## config.mk

```make
export PLATFORM = sky130hd
export DESIGN_NAME = permutation_unrank
export DESIGN_NICKNAME = d
export VERILOG_FILES = /design/src/design/pu_pkg.sv /design/src/design/permutation_unrank.sv /design/src/design/pu_seq.sv /design/src/design/pu_dp.sv
export SDC_FILE = /design/constraint.sdc
export NUM_CORES = 1
export LEC_CHECK = 0
export BUFFER_PORTS_ARGS = -buffer_cell sky130_fd_sc_hd__buf_4
export CAP_MARGIN = 20
export CORE_ASPECT_RATIO = 0.6
export CORE_MARGIN = 4
export CORE_UTILIZATION = 30
export CTS_CLUSTER_DIAMETER = 40
export CTS_CLUSTER_SIZE = 14
export DETAILED_ROUTE_END_ITERATION = 16
export MAX_ROUTING_LAYER = met4
export PLACE_DENSITY_LB_ADDON = 0.3
export SYNTH_ARGS = -nofsm -noshare
export SYNTH_HDL_FRONTEND = slang
export SYNTH_HIERARCHICAL = 1
export SYNTH_SLANG_ARGS = --single-unit
```

## constraint.sdc

```tcl
create_clock -name clk_i -period 10.73 [get_ports clk_i]
set_input_delay 1.073 -clock clk_i [delete_from_list [all_inputs] [get_ports clk_i]]
set_output_delay 1.073 -clock clk_i [all_outputs]
set_load 0.01 [all_outputs]
```

## src/design/pu_pkg.sv

```systemverilog
// Shared types, constants, factorial table and microcode for the permutation unranker.
`default_nettype none

package pu_pkg;

  localparam int SYMBOLS_DEF = 10;  // default length of the symbol list
  localparam int RANK_W      = 22;
  localparam int CNT_W       = 4;   // digit_count, position and step counter
  localparam int DIGIT_W     = 4;
  localparam int FACT_W      = 29;  // holds 12!
  localparam int SH_W        = 2;   // quotient bit selector
  localparam int Q_W         = 1 << SH_W;
  localparam int DIV_W       = FACT_W + Q_W - 1;
  localparam int UPC_W       = 4;

  // Microcode addresses that are jump targets
  localparam logic [UPC_W-1:0] A_IDLE = 4'd0;
  localparam logic [UPC_W-1:0] A_DIV  = 4'd2;
  localparam logic [UPC_W-1:0] A_ERR  = 4'd8;

  typedef enum logic [2:0] {
    OP_NOP,
    OP_LOAD,
    OP_DIV,
    OP_EMIT,
    OP_ERR
  } op_e;

  typedef enum logic [1:0] {
    C_NEXT,
    C_ALWAYS,
    C_ERR,
    C_MORE
  } cond_e;

  typedef struct packed {
    op_e              op;
    cond_e            cond;
    logic [UPC_W-1:0] target;
    logic [SH_W-1:0]  sh;
  } uword_t;

  typedef struct packed {
    op_e             op;
    logic            go;
    logic [SH_W-1:0] sh;
  } ctrl_t;

  typedef struct packed {
    logic in_valid;
    logic out_free;
    logic err;
    logic more;
  } stat_t;

  typedef struct packed {
    logic [RANK_W-1:0] rank;
    logic [CNT_W-1:0]  digit_count;
  } in_t;

  typedef struct packed {
    logic [DIGIT_W-1:0] digit;
    logic [CNT_W-1:0]   position;
    logic               last;
    logic               error;
  } out_t;

  function automatic logic [FACT_W-1:0] fact_f(input logic [CNT_W-1:0] n);
    logic [FACT_W-1:0] f;
    unique case (n)
      4'd0:    f = FACT_W'(1);
      4'd1:    f = FACT_W'(1);
      4'd2:    f = FACT_W'(2);
      4'd3:    f = FACT_W'(6);
      4'd4:    f = FACT_W'(24);
      4'd5:    f = FACT_W'(120);
      4'd6:    f = FACT_W'(720);
      4'd7:    f = FACT_W'(5040);
      4'd8:    f = FACT_W'(40320);
      4'd9:    f = FACT_W'(362880);
      4'd10:   f = FACT_W'(3628800);
      4'd11:   f = FACT_W'(39916800);
      4'd12:   f = FACT_W'(479001600);
      default: f = '1;
    endcase
    return f;
  endfunction

  // Control store: load, error check, four restoring-divide steps, emit, loop
  function automatic uword_t ucode_f(input logic [UPC_W-1:0] addr);
    uword_t w;
    unique case (addr)
      4'd0:    w = '{OP_LOAD, C_NEXT,   A_IDLE, SH_W'(0)};
      4'd1:    w = '{OP_NOP,  C_ERR,    A_ERR,  SH_W'(0)};
      4'd2:    w = '{OP_DIV,  C_NEXT,   A_IDLE, SH_W'(3)};
      4'd3:    w = '{OP_DIV,  C_NEXT,   A_IDLE, SH_W'(2)};
      4'd4:    w = '{OP_DIV,  C_NEXT,   A_IDLE, SH_W'(1)};
      4'd5:    w = '{OP_DIV,  C_NEXT,   A_IDLE, SH_W'(0)};
      4'd6:    w = '{OP_EMIT, C_MORE,   A_DIV,  SH_W'(0)};
      4'd7:    w = '{OP_NOP,  C_ALWAYS, A_IDLE, SH_W'(0)};
      4'd8:    w = '{OP_ERR,  C_ALWAYS, A_IDLE, SH_W'(0)};
      default: w = '{OP_NOP,  C_ALWAYS, A_IDLE, SH_W'(0)};
    endcase
    return w;
  endfunction

endpackage

`default_nettype wire

```

## src/design/permutation_unrank.sv

```systemverilog
// The first result is registered by the emit step that follows the error check and divide steps.
// A new item is taken only once the previous one is done, and an error item skips the digits;
// each digit costs four shift-subtract steps on the shared divider plus one emit step.
// Results sit in an output register; an emit step stalls only when it is still full.
// Reset (asynchronous, active low) clears the step counter and the result valid flag.
`default_nettype none

module permutation_unrank
  import pu_pkg::*;
#(
  parameter int SYMBOLS = SYMBOLS_DEF
) (
  input  wire logic clk_i,
  input  wire logic rst_ni,
  input  wire logic in_valid_i,
  output logic      in_ready_o,
  input  wire in_t  in_data_i,
  output logic      out_valid_o,
  input  wire logic out_ready_i,
  output out_t      out_data_o
);

  ctrl_t ctrl;
  stat_t stat;

  pu_seq u_seq (
    .clk_i  (clk_i),
    .rst_ni (rst_ni),
    .stat_i (stat),
    .ctrl_o (ctrl)
  );

  pu_dp #(
    .SYMBOLS (SYMBOLS)
  ) u_dp (
    .clk_i       (clk_i),
    .rst_ni      (rst_ni),
    .ctrl_i      (ctrl),
    .stat_o      (stat),
    .in_valid_i  (in_valid_i),
    .in_data_i   (in_data_i),
    .in_ready_o  (in_ready_o),
    .out_ready_i (out_ready_i),
    .out_valid_o (out_valid_o),
    .out_data_o  (out_data_o)
  );

`ifndef SYNTHESIS
  // an accepted item keeps the input closed while it is worked on
  assert property (@(posedge clk_i) disable iff (!rst_ni)
    (in_valid_i && in_ready_o) |=> !in_ready_o)
    else $error("input accepted twice in a row");

  // the error result is a lone, final, all-zero result
  assert property (@(posedge clk_i) disable iff (!rst_ni)
    (out_valid_o && out_data_o.error) |->
      (out_data_o.last && out_data_o.digit == '0 && out_data_o.position == '0))
    else $error("malformed error result");

  // a chosen digit always comes from the symbol list
  assert property (@(posedge clk_i) disable iff (!rst_ni)
    (out_valid_o && !out_data_o.error) |->
      (out_data_o.digit < DIGIT_W'(SYMBOLS) && out_data_o.position < CNT_W'(SYMBOLS)))
    else $error("digit or position outside the symbol list");

  // a new item is only taken once the previous one has left its last result
  assert property (@(posedge clk_i) disable iff (!rst_ni)
    (out_valid_o && !out_data_o.last && in_ready_o) |-> 1'b0)
    else $error("input opened before the last result of the item");
`endif

endmodule

`default_nettype wire

```

## src/design/pu_seq.sv

```systemverilog
// Microcode sequencer: step counter, control store and next-address logic.
`default_nettype none

module pu_seq
  import pu_pkg::*;
(
  input  wire logic  clk_i,
  input  wire logic  rst_ni,
  input  wire stat_t stat_i,
  output ctrl_t      ctrl_o
);

  logic [UPC_W-1:0] upc_q, upc_d;
  uword_t           uw;
  logic             go;
  logic             taken;

  always_comb begin
    uw = ucode_f(upc_q);

    // handshake steps hold until their transfer can happen
    unique case (uw.op) inside
      OP_LOAD:         go = stat_i.in_valid;
      OP_EMIT, OP_ERR: go = stat_i.out_free;
      default:         go = 1'b1;
    endcase

    unique case (uw.cond)
      C_NEXT:   taken = 1'b0;
      C_ALWAYS: taken = 1'b1;
      C_ERR:    taken = stat_i.err;
      C_MORE:   taken = stat_i.more;
      default:  taken = 1'b0;
    endcase

    if (!go) begin
      upc_d = upc_q;
    end else if (taken) begin
      upc_d = uw.target;
    end else begin
      upc_d = upc_q + UPC_W'(1);
    end

    ctrl_o.op = uw.op;
    ctrl_o.go = go;
    ctrl_o.sh = uw.sh;
  end

  always_ff @(posedge clk_i or negedge rst_ni) begin
    if (!rst_ni) begin
      upc_q <= A_IDLE;
    end else begin
      upc_q <= upc_d;
    end
  end

endmodule

`default_nettype wire

```

## src/design/pu_dp.sv

```systemverilog
// Datapath: rank, step and position counters, shift-subtract divider, symbol list, result register.
`default_nettype none

module pu_dp
  import pu_pkg::*;
#(
  parameter int SYMBOLS = SYMBOLS_DEF
) (
  input  wire logic  clk_i,
  input  wire logic  rst_ni,
  input  wire ctrl_t ctrl_i,
  output stat_t      stat_o,
  input  wire logic  in_valid_i,
  input  wire in_t   in_data_i,
  output logic       in_ready_o,
  input  wire logic  out_ready_i,
  output logic       out_valid_o,
  output out_t       out_data_o
);

  localparam int IDX_W = (SYMBOLS > 1) ? $clog2(SYMBOLS) : 1;

  logic [RANK_W-1:0]  rank_q, rank_d;
  logic [CNT_W-1:0]   s_q, s_d;
  logic [CNT_W-1:0]   n_q, n_d;
  logic [Q_W-1:0]     q_q, q_d;
  logic               err_q, err_d;
  logic [DIGIT_W-1:0] list_q [SYMBOLS];
  logic [DIGIT_W-1:0] list_d [SYMBOLS];
  logic               out_valid_q, out_valid_d;
  out_t               out_q, out_d;

  logic [DIV_W-1:0]   trial;
  logic               take;
  logic [IDX_W-1:0]   idx;
  logic               err_in;
  logic               out_free;

  always_comb begin
    out_free = !out_valid_q || out_ready_i;
    trial    = DIV_W'(fact_f(s_q - CNT_W'(1))) << ctrl_i.sh;
    take     = DIV_W'(rank_q) >= trial;
    idx      = q_q[IDX_W-1:0];
    err_in   = (in_data_i.digit_count == '0) ||
               (in_data_i.digit_count > CNT_W'(SYMBOLS)) ||
               (FACT_W'(in_data_i.rank) >= fact_f(in_data_i.digit_count));

    rank_d      = rank_q;
    s_d         = s_q;
    n_d         = n_q;
    q_d         = q_q;
    err_d       = err_q;
    list_d      = list_q;
    out_d       = out_q;
    out_valid_d = out_valid_q && !out_ready_i;

    if (ctrl_i.go) begin
      case (ctrl_i.op)
        OP_LOAD: begin
          rank_d = in_data_i.rank;
          s_d    = in_data_i.digit_count;
          n_d    = '0;
          q_d    = '0;
          err_d  = err_in;
          for (int i = 0; i < SYMBOLS; i++) begin
            list_d[i] = DIGIT_W'(i);
          end
        end
        OP_DIV: begin
          if (take) begin
            rank_d          = rank_q - trial[RANK_W-1:0];
            q_d[ctrl_i.sh]  = 1'b1;
          end
        end
        OP_EMIT: begin
          out_valid_d    = 1'b1;
          out_d.digit    = list_q[idx];
          out_d.position = n_q;
          out_d.last     = (s_q == CNT_W'(1));
          out_d.error    = 1'b0;
          // close the gap left by the chosen entry
          for (int i = 0; i < SYMBOLS - 1; i++) begin
            if (IDX_W'(i) >= idx) begin
              list_d[i] = list_q[i+1];
            end
          end
          s_d = s_q - CNT_W'(1);
          n_d = n_q + CNT_W'(1);
          q_d = '0;
        end
        OP_ERR: begin
          out_valid_d    = 1'b1;
          out_d.digit    = '0;
          out_d.position = '0;
          out_d.last     = 1'b1;
          out_d.error    = 1'b1;
        end
        default: begin
        end
      endcase
    end

    stat_o.in_valid = in_valid_i;
    stat_o.out_free = out_free;
    stat_o.err      = err_q;
    stat_o.more     = (s_q != CNT_W'(1));
  end

  always_ff @(posedge clk_i or negedge rst_ni) begin
    if (!rst_ni) begin
      out_valid_q <= 1'b0;
    end else begin
      out_valid_q <= out_valid_d;
    end
  end

  always_ff @(posedge clk_i) begin
    rank_q <= rank_d;
    s_q    <= s_d;
    n_q    <= n_d;
    q_q    <= q_d;
    err_q  <= err_d;
    list_q <= list_d;
    out_q  <= out_d;
  end

  assign in_ready_o  = (ctrl_i.op == OP_LOAD);
  assign out_valid_o = out_valid_q;
  assign out_data_o  = out_q;

endmodule

`default_nettype wire

```

* Word level (Yosys, flattened, before mapping)
Memories as Yosys holds them, arrays and structs flattened.
Index checks and enable logic that the tools add are counted.
Widths: inputs -> output; s select.
** Storage, ports and cells
- Bits in registers :: 86
- Latch bits :: 0
- Bits in writable memories :: 0
- ROM bits :: 1072
- Input port bits :: 30
- Output and inout bits :: 12
- Logic and storage cells :: 120
- Memories :: 3
** Memories
- (no name shown) :: depth 16, width 29, read ports 1, clocked after memory_dff 0, write ports 0, RTL line pu_pkg.sv:70 : unique case (n)
- (no name shown) :: depth 16, width 29, read ports 1, clocked after memory_dff 0, write ports 0, RTL line pu_pkg.sv:70
- (no name shown) :: depth 16, width 9, read ports 1, clocked after memory_dff 0, write ports 0, RTL line pu_pkg.sv:92 : unique case (addr)
** Operators by class
- Add/sub/neg operators :: 4
- Multiply operators :: 0
- Div/mod/pow operators :: 0
- Magnitude comparators :: 15
- Eq/ne operators :: 19
- Shifts and indexed selects :: 1
- Multiplexer cells :: 27
- Bitwise operators :: 2
- Reduce and logical (&&, ||, !) cells :: 29
** Operators with widths (number)
- $pmux 36 s2 :: 1
- $mux 4 :: 13
- $pmux 22 s2 :: 1
- $reduce_and 3->1 :: 11
- $ge 22x32->1 :: 1
- $shl 29x2->32 :: 1
- $ge 22x29->1 :: 1
- $pmux 4 s2 :: 3
- $mux 22 :: 1
- $sub 22x22->22 :: 1
- $ne 2x1->1 const B :: 10
- $pmux 10 s2 :: 1
- $bmux 4 s4 :: 1
- $ge 3x4->1 const A :: 4
- $add 4x1->4 const B :: 2
- $ge 1x4->1 const A :: 2
- $ge 2x4->1 const A :: 2
- $reduce_bool 2->1 :: 4
- $eq 3x2->1 const B :: 2
- $reduce_and 2->1 :: 3
- $ge 5x5->1 const B :: 1
- $not 4->5 :: 1
- $eq 2x2->1 const B :: 2
- $eq 4x1->1 const B :: 1
- 20 further kinds :: 27

* Longest topological paths before layout
Gate-level depths: netlist of run 1.
An unclocked memory read counts as a cell.
- Depth in word-level cells :: 8
- Depth in mapped cells :: 19
- Gate-level depth less buffers :: 17

* Modules after synthesis
Netlist of run 1, hierarchy kept.
** Modules (own cells, without submodules)
- pu_dp :: times used 1, cells an instance 694, area each 6277.3 µm², sequential area each 2307.2 µm²
- pu_seq :: times used 1, cells an instance 57, area each 440.4 µm², sequential area each 100.1 µm²

* Least setup slack after synthesis of run 1
Ideal clock, no wire load.
- Kind :: register to register
- From :: register u_seq.upc_q[1]
- To :: register u_dp.rank_q[0], enable pin
- Setup time :: 0.408 ns
- Arrival time :: 4.370 ns
- Data required time :: 10.322 ns
- Slack :: 5.951 ns
- Stages on the path, launching flop included :: 18
- Buffers on the path :: 2
- Clock period less this slack :: 4.779 ns
- Cells stage by stage :: dfrtp_1 -> buf_2 -> inv_1 -> ha_1 -> mux2i_1 -> nor2_1 -> clkbuf_1 -> nor2_1 -> a2111oi_0 -> o21ai_0 -> ha_1 -> nor2b_1 -> o31a_1 -> o21ai_2 -> a21bo_1 -> a21oi_1 -> o31ai_1 -> a21oi_1
** RTL lines
- start: declaration :: RTL line pu_seq.sv:13 : logic [UPC_W-1:0] upc_q, upc_d;
- start signal: assignment :: RTL line pu_seq.sv:53 : upc_q <= upc_d;
- end signal: assignment :: RTL line pu_dp.sv:118 : rank_q <= rank_d;
- end: declaration :: RTL line pu_dp.sv:23 : logic [RANK_W-1:0] rank_q, rank_d;

* Final worst setup path of run 1
- From :: register u_dp.s_q[0]
- To :: register u_dp.q_q[3], in the netlist u_dp/idx[3], enable pin
** Between the ends
- Word-level cells in the longest chain between the ends :: 6
** Ends and longest elaborated chain
- start: declaration :: RTL line pu_dp.sv:24 : logic [CNT_W-1:0] s_q, s_d;
- start signal: assignment :: RTL line pu_dp.sv:119 : s_q <= s_d;
- $sub 4x1->4 :: RTL line pu_dp.sv:41 : trial = DIV_W'(fact_f(s_q - CNT_W'(1))) << ctrl_i.sh;
- $mem_v2 16x29
- $shl 29x2->32 :: RTL line pu_dp.sv:41
- $ge 22x32->1 :: RTL line pu_dp.sv:42 : take = DIV_W'(rank_q) >= trial;
- $ne 2x1->1 (no line)
- $reduce_and 3->1 (no line)
- end signal: assignment :: RTL line pu_dp.sv:121 : q_q <= q_d;
- end: declaration :: RTL line pu_dp.sv:26 : logic [Q_W-1:0] q_q, q_d;
No other way between the ends.
A chain may end at the register's enable or synchronous reset.

==> results.ini, run 1 <==
[finish]
final_area_um2=7548
area_growth_pct=12.37
drive_gt1_share_pct=11.73
nFillCells=2238
n_antenna_cell=0
nets=851

[worst_setup_path]
critPathMaxFanout=18
r2r_start=u_dp/s_q[0]$_DFFE_PP_
critPathSlowestCell=edfxtp_1
crit_type=flip-flop to flip-flop
start_kind=flip-flop
worst-path-buf-inv=1
timing.rr.end=u_dp/idx[3]$_SDFFCE_PN0P_
crit_family=compound AO/OA/AOI/OAI gates
crit_required_ps=10720
crit_arrival_ps=5180
max_stage_delay_ps=750
critPathLaunch=u_dp/s_q[0]$_DFFE_PP_
crit_top_cell=o21ai_0
cp.depth=14
ff2ff_path_depth=14
r2r_slack_ps=5530
crit_path_end_kind=flip-flop
endpoint=u_dp/idx[3]$_SDFFCE_PN0P_
crit_chain=inv_1, ha_1, xor2_1, o21ai_0, a221o_1, nand2_1, o21ai_0, ha_1, nand3_1, nor4_1, nand3_1, nand2_1, o31ai_1, o21ai_0

[logic_synthesis]
synth_edf_count=76
synth.most_common_cell=nand2_1
ys_types=74
ys_top_cells_by_count=nand2_1 (80), edfxtp_1 (76), o21ai_0 (68), a21oi_1 (64), ha_1 (58)
synth_top_area_share_pct=33.97
ys_ff_latch=81
synthFlopType=edfxtp_1
netlist_area_um2=6718
ys_seq_area_share_pct=35.84
yosysWarnings=6
syn_inst=751
synth_area_leader_cell=edfxtp_1
synth.avg_cell_area_um2=8.945
async_flop_share_pct=6.173
yosys-top-cells-area=edfxtp_1 (34%), ha_1 (11%), o21ai_0 (5.1%), a21oi_1 (4.8%), nand2_1 (4.5%)
synth_nets=840

[sta]
min_period_ps=5196
setup_tns_ps=0
relSlewSlack_pct=35.52
finalSetupViolations=0
fin_crit_sh_pct=48.42
finalHoldViolCount=0
fmax_mhz=192.5
tightest_slew_ps=965.2
finClkSkew_ps=5.063
rsz0062_at_grt=false
slew_violations=0

[cts]
htree_levels=3
cts_made_buffers=9
worstSkewPairLatency_ps=350
cts_resized=0
post_cts.repair.setup_buffers=0
tritoncts=built
cts_root_buffer=clkbuf_16
cts_sinks=81
path_clk_slew_ps=60
clock_path_buffers=2
postCtsHoldBufs=0

[global_route]
grt_util_all_layers_pct=15.51
grt_first_pass_wirelength_um=29330
grt_max_degree=42
grt_antenna_before_repair=0
overflow=0
grt_pass1_vias=5069

[run_status]
status=finished clean

[die]
rows=42
die_area_um2=24930
core_area_um2=22020
die_x_um=201.2
io_pins=42
floorplan.initialDensity_pct=30.51
die_h_um=123.9

[worst_hold_path]
hp-class=input pin to asynchronous set/reset pin

[placement]
io_buffers=41
dp_hpwl_um=14200
globalplace.congestion=0.9195
dpl_cell_area_um2=7221

[drt]
drtIter0Drc=568
wire_per_inst_um=17.84
antenna_left=0
drt_wl_total_um=18790
wl_met1_um=10340
route.met2.wl_um=6710
drc=0
via_per_inst=5.444
vias=5733
dr.pass1.iters=6
met3_length_um=1598
top_layer=met4

[run]
drv_cap=0

## routing by layer
layer / GRT usage (%) / vias up
li1: - / 2784
met1: 24.94 / 2723
met2: 18.33 / 215
met3: 4.840 / 11
met4: 2.474 / 0
met5: - / -
## metrics by stage
stage / hold WS [ps] / setup slack, ps / std cells / util (%)
2_1_floorplan: 499.2 / 5951 / 751 / -
3_3_place_gp: 511.3 / 5743 / 1036 / 32.79
5_1_grt: 500.7 / 5239 / 1053 / 34.28
4_1_cts: 504.4 / 5587 / 1052 / 34.21
6_report: 518.6 / 5534 / 1053 / 34.28
3_5_place_dp: 511.8 / 5599 / 1036 / 32.79
## area by class of cell
cell class | instances | area (um2) | area share (%)
tap | 286 | 357.8 | 4.741
timing repair buffer | 49 | 375.4 | 4.973
inverter | 30 | 112.6 | 1.492
clock inverter | 5 | 80.08 | 1.061
multi-input combinational | 591 | 3983 | 52.76
sequential | 81 | 2407 | 31.89
clock buffer | 11 | 232.7 | 3.083
## sequential cells by signal, summed over array words and instances, names as in the netlist
name	count
u_dp/list_q	31
u_dp/rank_q	22
u_dp/out_data_o	10
u_dp/idx	4
u_dp/n_q	4
u_dp/s_q	4
u_seq/upc_q	4
u_dp/err_q	1
u_dp/out_valid_o	1
## cells in the final DEF (no fill, tap or decap), drive strengths merged, types with 5 or more instances in the layout
cell type / count
a211oi: 8
a21o: 16
a21oi: 66
a31oi: 7
and3: 21
buf: 49
clkbuf: 11
dfrtp: 5
edfxtp: 76
ha: 58
inv: 28
mux2i: 11
mux4: 6
nand2: 80
nand2b: 23
nand3: 17
nand4: 11
nor2: 57
nor2b: 16
nor3: 16
o211ai: 8
o21a: 5
o21ai: 79
or3: 6
xnor2: 15
xor2: 11
## how the worst min path moves through the flow
stage,startpoint,to,depth (start not counted),slack [ps]
global placement,u_dp/list_q[21]$_SDFFCE_PP0P_,u_dp/list_q[25]$_SDFFCE_PP1P_,1,510
global route,rst_ni,u_seq/upc_q[2]$_DFFE_PN0P_,1,500
finish,rst_ni,u_seq/upc_q[1]$_DFFE_PN0P_,1,520
CTS,rst_ni,u_seq/upc_q[1]$_DFFE_PN0P_,1,500
floorplan,u_dp/list_q[12]$_SDFFCE_PP0P_,u_dp/list_q[16]$_SDFFCE_PP1P_,1,500
detailed placement,u_dp/list_q[20]$_SDFFCE_PP0P_,u_dp/list_q[24]$_SDFFCE_PP1P_,1,510
## cells by family (layout without fill, tap and decap cells)
logic type / Yosys count / in the layout / share of synthesized area (%)
muxes: 21 / 21 / 4.321
buffers and inverters: 79 / 95 / 5.197
and+or+nand+nor: 260 / 260 / 18.92
adders and majority gates: 59 / 59 / 11.10
xor gates and xnor gates: 26 / 26 / 3.781
AOI/OAI and AO/OA: 225 / 225 / 20.84
DFF: 81 / 81 / 35.84
Power of run 1 is not shown: default switching activity piles up to over one toggle a cycle in this logic, so the estimate is an artifact.
==> inputs of run 2 (changes only) <==
==> constraint.sdc (replaced) <==
create_clock -name clk_i -period 4.7 [get_ports clk_i]
set_input_delay 0.47 -clock clk_i [delete_from_list [all_inputs] [get_ports clk_i]]
set_output_delay 0.47 -clock clk_i [all_outputs]
set_load 0.01 [all_outputs]
==> run 2 against run 1 <==
Global-route usage about the same. Core utilization up 0.65 points. Register-to-register slack got worse by 5300 ps. Flip-flop and latch count did not move. Cell count increased by 1.2%. Setup slack got worse by 5300 ps. Non-clock buffer count increased by 13. Wire length rose by 0.19%. Sequential share of layout area down 0.58 points. Clock skew up 4.8 ps.
==> results.ini, run 2 (synthesis gave the netlist of run 1 again) <==
[run_status]
status=finished clean

[worst_setup_path]
critPathSlowestCell=edfxtp_1
crit_top_cell=buf_4
crit_chain=or3_1, buf_4, xnor2_4, nor2_1, o21a_1, ha_1, fa_1, nor2b_1, o31a_1, o21ai_2, a21bo_1, a21oi_1, o31ai_2, a21oi_2, buf_4
start_kind=flip-flop
crit_path_end_kind=flip-flop
max_stage_delay_ps=540
crit_type=flip-flop to flip-flop
crit_arrival_ps=4440
crit_required_ps=4710
critPathMaxFanout=22

[global_route]
overflow=0
grt_pass1_vias=5196
grt_max_degree=42
grt_antenna_before_repair=0
grt_first_pass_wirelength_um=29610
grt_util_all_layers_pct=15.53

[sta]
min_period_ps=4426
finClkSkew_ps=9.846
layout_setup_ws_ps=274.1
slew_violations=0
finalSetupViolations=0
rsz0062_at_grt=false
relSlewSlack_pct=33.07
tightest_slew_ps=1002
fin_crit_sh_pct=94.17
finalHoldViolCount=0
setup_tns_ps=0
fmax_mhz=225.9

[finish]
nets=864
largest_reg_flops=31
final_cell_mix=nand2_1 (80), edfxtp_1 (76), o21ai_0 (67)
drive_gt1_share_pct=14.10
post-route-util_pct=34.93
area_growth_pct=14.49
top_register=u_dp/list_q
n_antenna_cell=0
final_common_cell=nand2_1

[placement]
io_buffers=41
globalplace.congestion=0.9461
dp_hpwl_um=14280
place_ws_ps=106.9

[cts]
cts_made_buffers=9
worstSkewPairLatency_ps=350
htree_levels=3
clock_path_buffers=2
path_clk_slew_ps=70
cts_sinks=81
cts_root_buffer=clkbuf_16
tritoncts=built

[die]
die_h_um=123.9
floorplan.initialDensity_pct=30.51
core_area_um2=22020
rows=42
io_pins=42
die_area_um2=24930
die_x_um=201.2

[drt]
antenna_left=0
wire_per_inst_um=17.66
vias=5704
dr.pass1.iters=6
drt_wl_total_um=18830
drc=0
drtIter0Drc=643
via_per_inst=5.351

[run]
drv_cap=0

[worst_hold_path]
hp-class=input pin to flip-flop

[run 2: final timing paths]
check	startpoint	endpoint	slack, ps	cells after the start
max in group asynchronous	rst_ni	u_seq/upc_q[1]$_DFFE_PN0P_	4110	2
min	in_data_i[13]	u_dp/rank_q[9]$_DFFE_PP_	410	3
min in group asynchronous	rst_ni	u_dp/out_valid_o$_DFF_PN0_	470	2
max	u_dp/s_q[2]$_DFFE_PP_	u_dp/rank_q[1]$_DFFE_PP_	270	15
max reg2reg	u_dp/s_q[2]$_DFFE_PP_	u_dp/rank_q[1]$_DFFE_PP_	270	15
min reg2reg	u_dp/list_q[20]$_SDFFCE_PP0P_	u_dp/list_q[24]$_SDFFCE_PP1P_	530	1
[run 2: cell type report]
class	instances	area, um2
fillers	2231	14330
multi-input cells	591	4031
flip-flops and latches	81	2409
repair buffers	62	471.7
well taps	286	357.8
clock buffers	9	225.2
inverters	30	112.6
clock inverters	7	83.83
[run 2: repair_timing]
| item | in CTS | in global routing |
|---|---|---|
| gates resized for setup | 0 | 10 |
| hold buffers | 1 | 0 |
| setup endpoints to repair | 0 | 34 |
| buffers inserted | 0 | 0 |
| hold endpoints to repair | 5 | 0 |
[run 2: metrics by stage]
stage / std cells / hold WS (ps) / cell area [um2]
global placement: 1049 / 276.0 / 7318
global route: 1066 / 401.3 / 7691
CTS: 1066 / 390.9 / 7637
finish: 1066 / 406.6 / 7691
floorplan: 751 / 174.4 / 6721
detailed placement: 1049 / 275.5 / 7318
[run 2: metal layers]
layer	share of wire, %	GRT usage, %	vias to the layer above
met5	0	-	-
met4	0.88	3.242	0
met3	6.8	3.097	15
met2	37	18.96	203
met1	56	25.31	2674
li1	-	-	2812
[run 2: worst max-delay path: cells and delay by family, from the launching register on]
family	cells	cell delay (ps)
flops	1	540
xor+xnor	1	270
fa+ha+maj	2	640
compound gates	7	1270
simple gates	3	790
buf+inv	2	550
Power of run 2 is left out for the same reason.
==> inputs of run 3 (changes only) <==
--- a/config.mk
+++ b/config.mk
@@ -7,7 +7,6 @@
 export LEC_CHECK = 0
 export BUFFER_PORTS_ARGS = -buffer_cell sky130_fd_sc_hd__buf_4
 export CAP_MARGIN = 20
-export CORE_ASPECT_RATIO = 0.6
 export CORE_MARGIN = 4
 export CORE_UTILIZATION = 30
 export CTS_CLUSTER_DIAMETER = 40
==> run 3 against run 2 <==
Count of clock-buffer cells in the layout unchanged. Critical path depth grew 1. Clock skew hardly changed. Setup slack got worse by 2.5 ps. Largest cell class unchanged. Highest routed layer unchanged.
==> results.ini, run 3 (synthesis gave the netlist of run 1 again) <==
[worst_setup_path]
crit_chain=or3_1, buf_4, xnor2_2, a21oi_1, o21ai_1, o31a_1, mux2i_1, ha_1, a21oi_1, nor2_1, a211oi_1, a21bo_1, a21oi_1, o31ai_1, a21oi_2, buf_6
crit_type=flip-flop to flip-flop
critPathMaxFanout=22
crit_path_end_kind=flip-flop
crit_top_cell=a21oi_1
r2r_start=u_dp/s_q[2]$_DFFE_PP_
crit_arrival_ps=4510
critPathSlowestCell=edfxtp_1
timing.rr.end=u_dp/rank_q[11]$_DFFE_PP_
crit_family=compound AO/OA/AOI/OAI gates
ff2ff_path_depth=16
crit_required_ps=4780
max_stage_delay_ps=530
r2r_slack_ps=270
start_kind=flip-flop
worst-path-buf-inv=2

[die]
floorplan.initialDensity_pct=30.59
rows=54
io_pins=42
die_h_um=157.6
core_area_um2=21960
die_area_um2=24850
die_x_um=157.6

[worst_hold_path]
min_to=u_dp/rank_q[9]$_DFFE_PP_
holdCritStartpoint=in_data_i[13]
hp-class=input pin to flip-flop
holdPathStages=3

[finish]
final_cell_mix=nand2_1 (80), edfxtp_1 (76), o21ai_0 (68)
nets=867
largest_reg_flops=31
area_growth_pct=13.76
final_common_cell=nand2_1
top_register=u_dp/list_q
drive_gt1_share_pct=13.92
n_antenna_cell=0

[drt]
drt_wl_total_um=17360
drtIter0Drc=473
dr.pass1.iters=4
drc=0
vias=5665
wire_per_inst_um=16.33
via_per_inst=5.329
antenna_left=0

[placement]
io_buffers=41
globalplace.congestion=0.9001
dp_hpwl_um=12860

[run]
drv_cap=0

[global_route]
overflow=0
grt_first_pass_wirelength_um=27780
grt_pass1_vias=5293
grt_antenna_before_repair=1
grt_max_degree=42
grt_util_all_layers_pct=14.28

[sta]
holdWs_ps=406.8
relSlewSlack_pct=50.49
finClkSkew_ps=10.14
finalHoldViolCount=0
setup_tns_ps=0
fin_crit_sh_pct=94.22
rsz0062_at_grt=false
tightest_slew_ps=742.6
finalSetupViolations=0
slew_violations=0
min_period_ps=4428
fmax_mhz=225.8

[cts]
htree_levels=3
tritoncts=built
cts_root_buffer=clkbuf_16
cts_made_buffers=9
cts_sinks=81
worstSkewPairLatency_ps=350
clock_path_buffers=2
path_clk_slew_ps=70
post_cts.repair.setup_buffers=0

[run_status]
status=finished clean

==> run 3: area by class of cell <==
type | instances | area (um2)
Inverter | 30 | 112.6
Clock inverter | 7 | 52.55
Sequential cell | 81 | 2409
Tap cell | 280 | 350.3
Multi-Input combinational cell | 591 | 3999
Timing Repair Buffer | 65 | 494.2
Fill cell | 2261 | 14320
Clock buffer | 9 | 225.2
==> run 3: worst max-delay path by stage <==
stage / from / end / slack, ps / cells past startpoint
final: u_dp/s_q[2]$_DFFE_PP_ / u_dp/rank_q[11]$_DFFE_PP_ / 270 / 16
after global routing: u_seq/upc_q[1]$_DFFE_PN0P_ / u_dp/rank_q[10]$_DFFE_PP_ / 20 / 16
after CTS: u_seq/upc_q[1]$_DFFE_PN0P_ / u_dp/rank_q[10]$_DFFE_PP_ / 20 / 16
after detailed placement: u_seq/upc_q[1]$_DFFE_PN0P_ / u_dp/rank_q[0]$_DFFE_PP_ / 40 / 16
after global placement: u_seq/upc_q[1]$_DFFE_PN0P_ / u_dp/rank_q[1]$_DFFE_PP_ / 130 / 16
after floorplan: u_seq/upc_q[1]$_DFFE_PN0P_ / u_dp/rank_q[0]$_DFFE_PP_ / 400 / 17
==> run 3: worst reg2reg max path, cell delays in order (launching register included) <==
cell      delay [ps]
edfxtp_1         530
or3_1            490
buf_4            210
xnor2_2          410
a21oi_1           80
o21ai_1          160
o31a_1           200
mux2i_1           90
ha_1             370
a21oi_1          260
nor2_1            70
a211oi_1         310
a21bo_1          180
a21oi_1           90
o31ai_1          380
a21oi_2          110
buf_6            220
==> run 3: what timing repair did <==
item,in CTS,in global routing
setup endpoints to repair,0,32
endpoints found under the hold margin,5,0
resized for setup,0,4
hold buffers,1,0
==> run 3: through the flow <==
step           area (um2)  instances  util [%]  setup slack, ps
6_report             7642       1063     34.80            271.6
3_3_place_gp         7333       1046     33.40            135.0
3_5_place_dp         7333       1046     33.40            40.01
4_1_cts              7621       1063     34.71            19.35
2_1_floorplan        6721        751         -            396.0
5_1_grt              7642       1063     34.80            21.27
==> run 3: routing by layer <==
metal	share of wire (%)	global-route usage, %	wire length (um)	vias to the layer above
met5	0	-	0	-
met4	1.4	3.236	241	0
met3	5.2	2.160	902	18
met2	44	21.48	7583	172
met1	50	20.36	8630	2653
li1	-	-	-	2822
Power of run 3 is left out for the same reason.
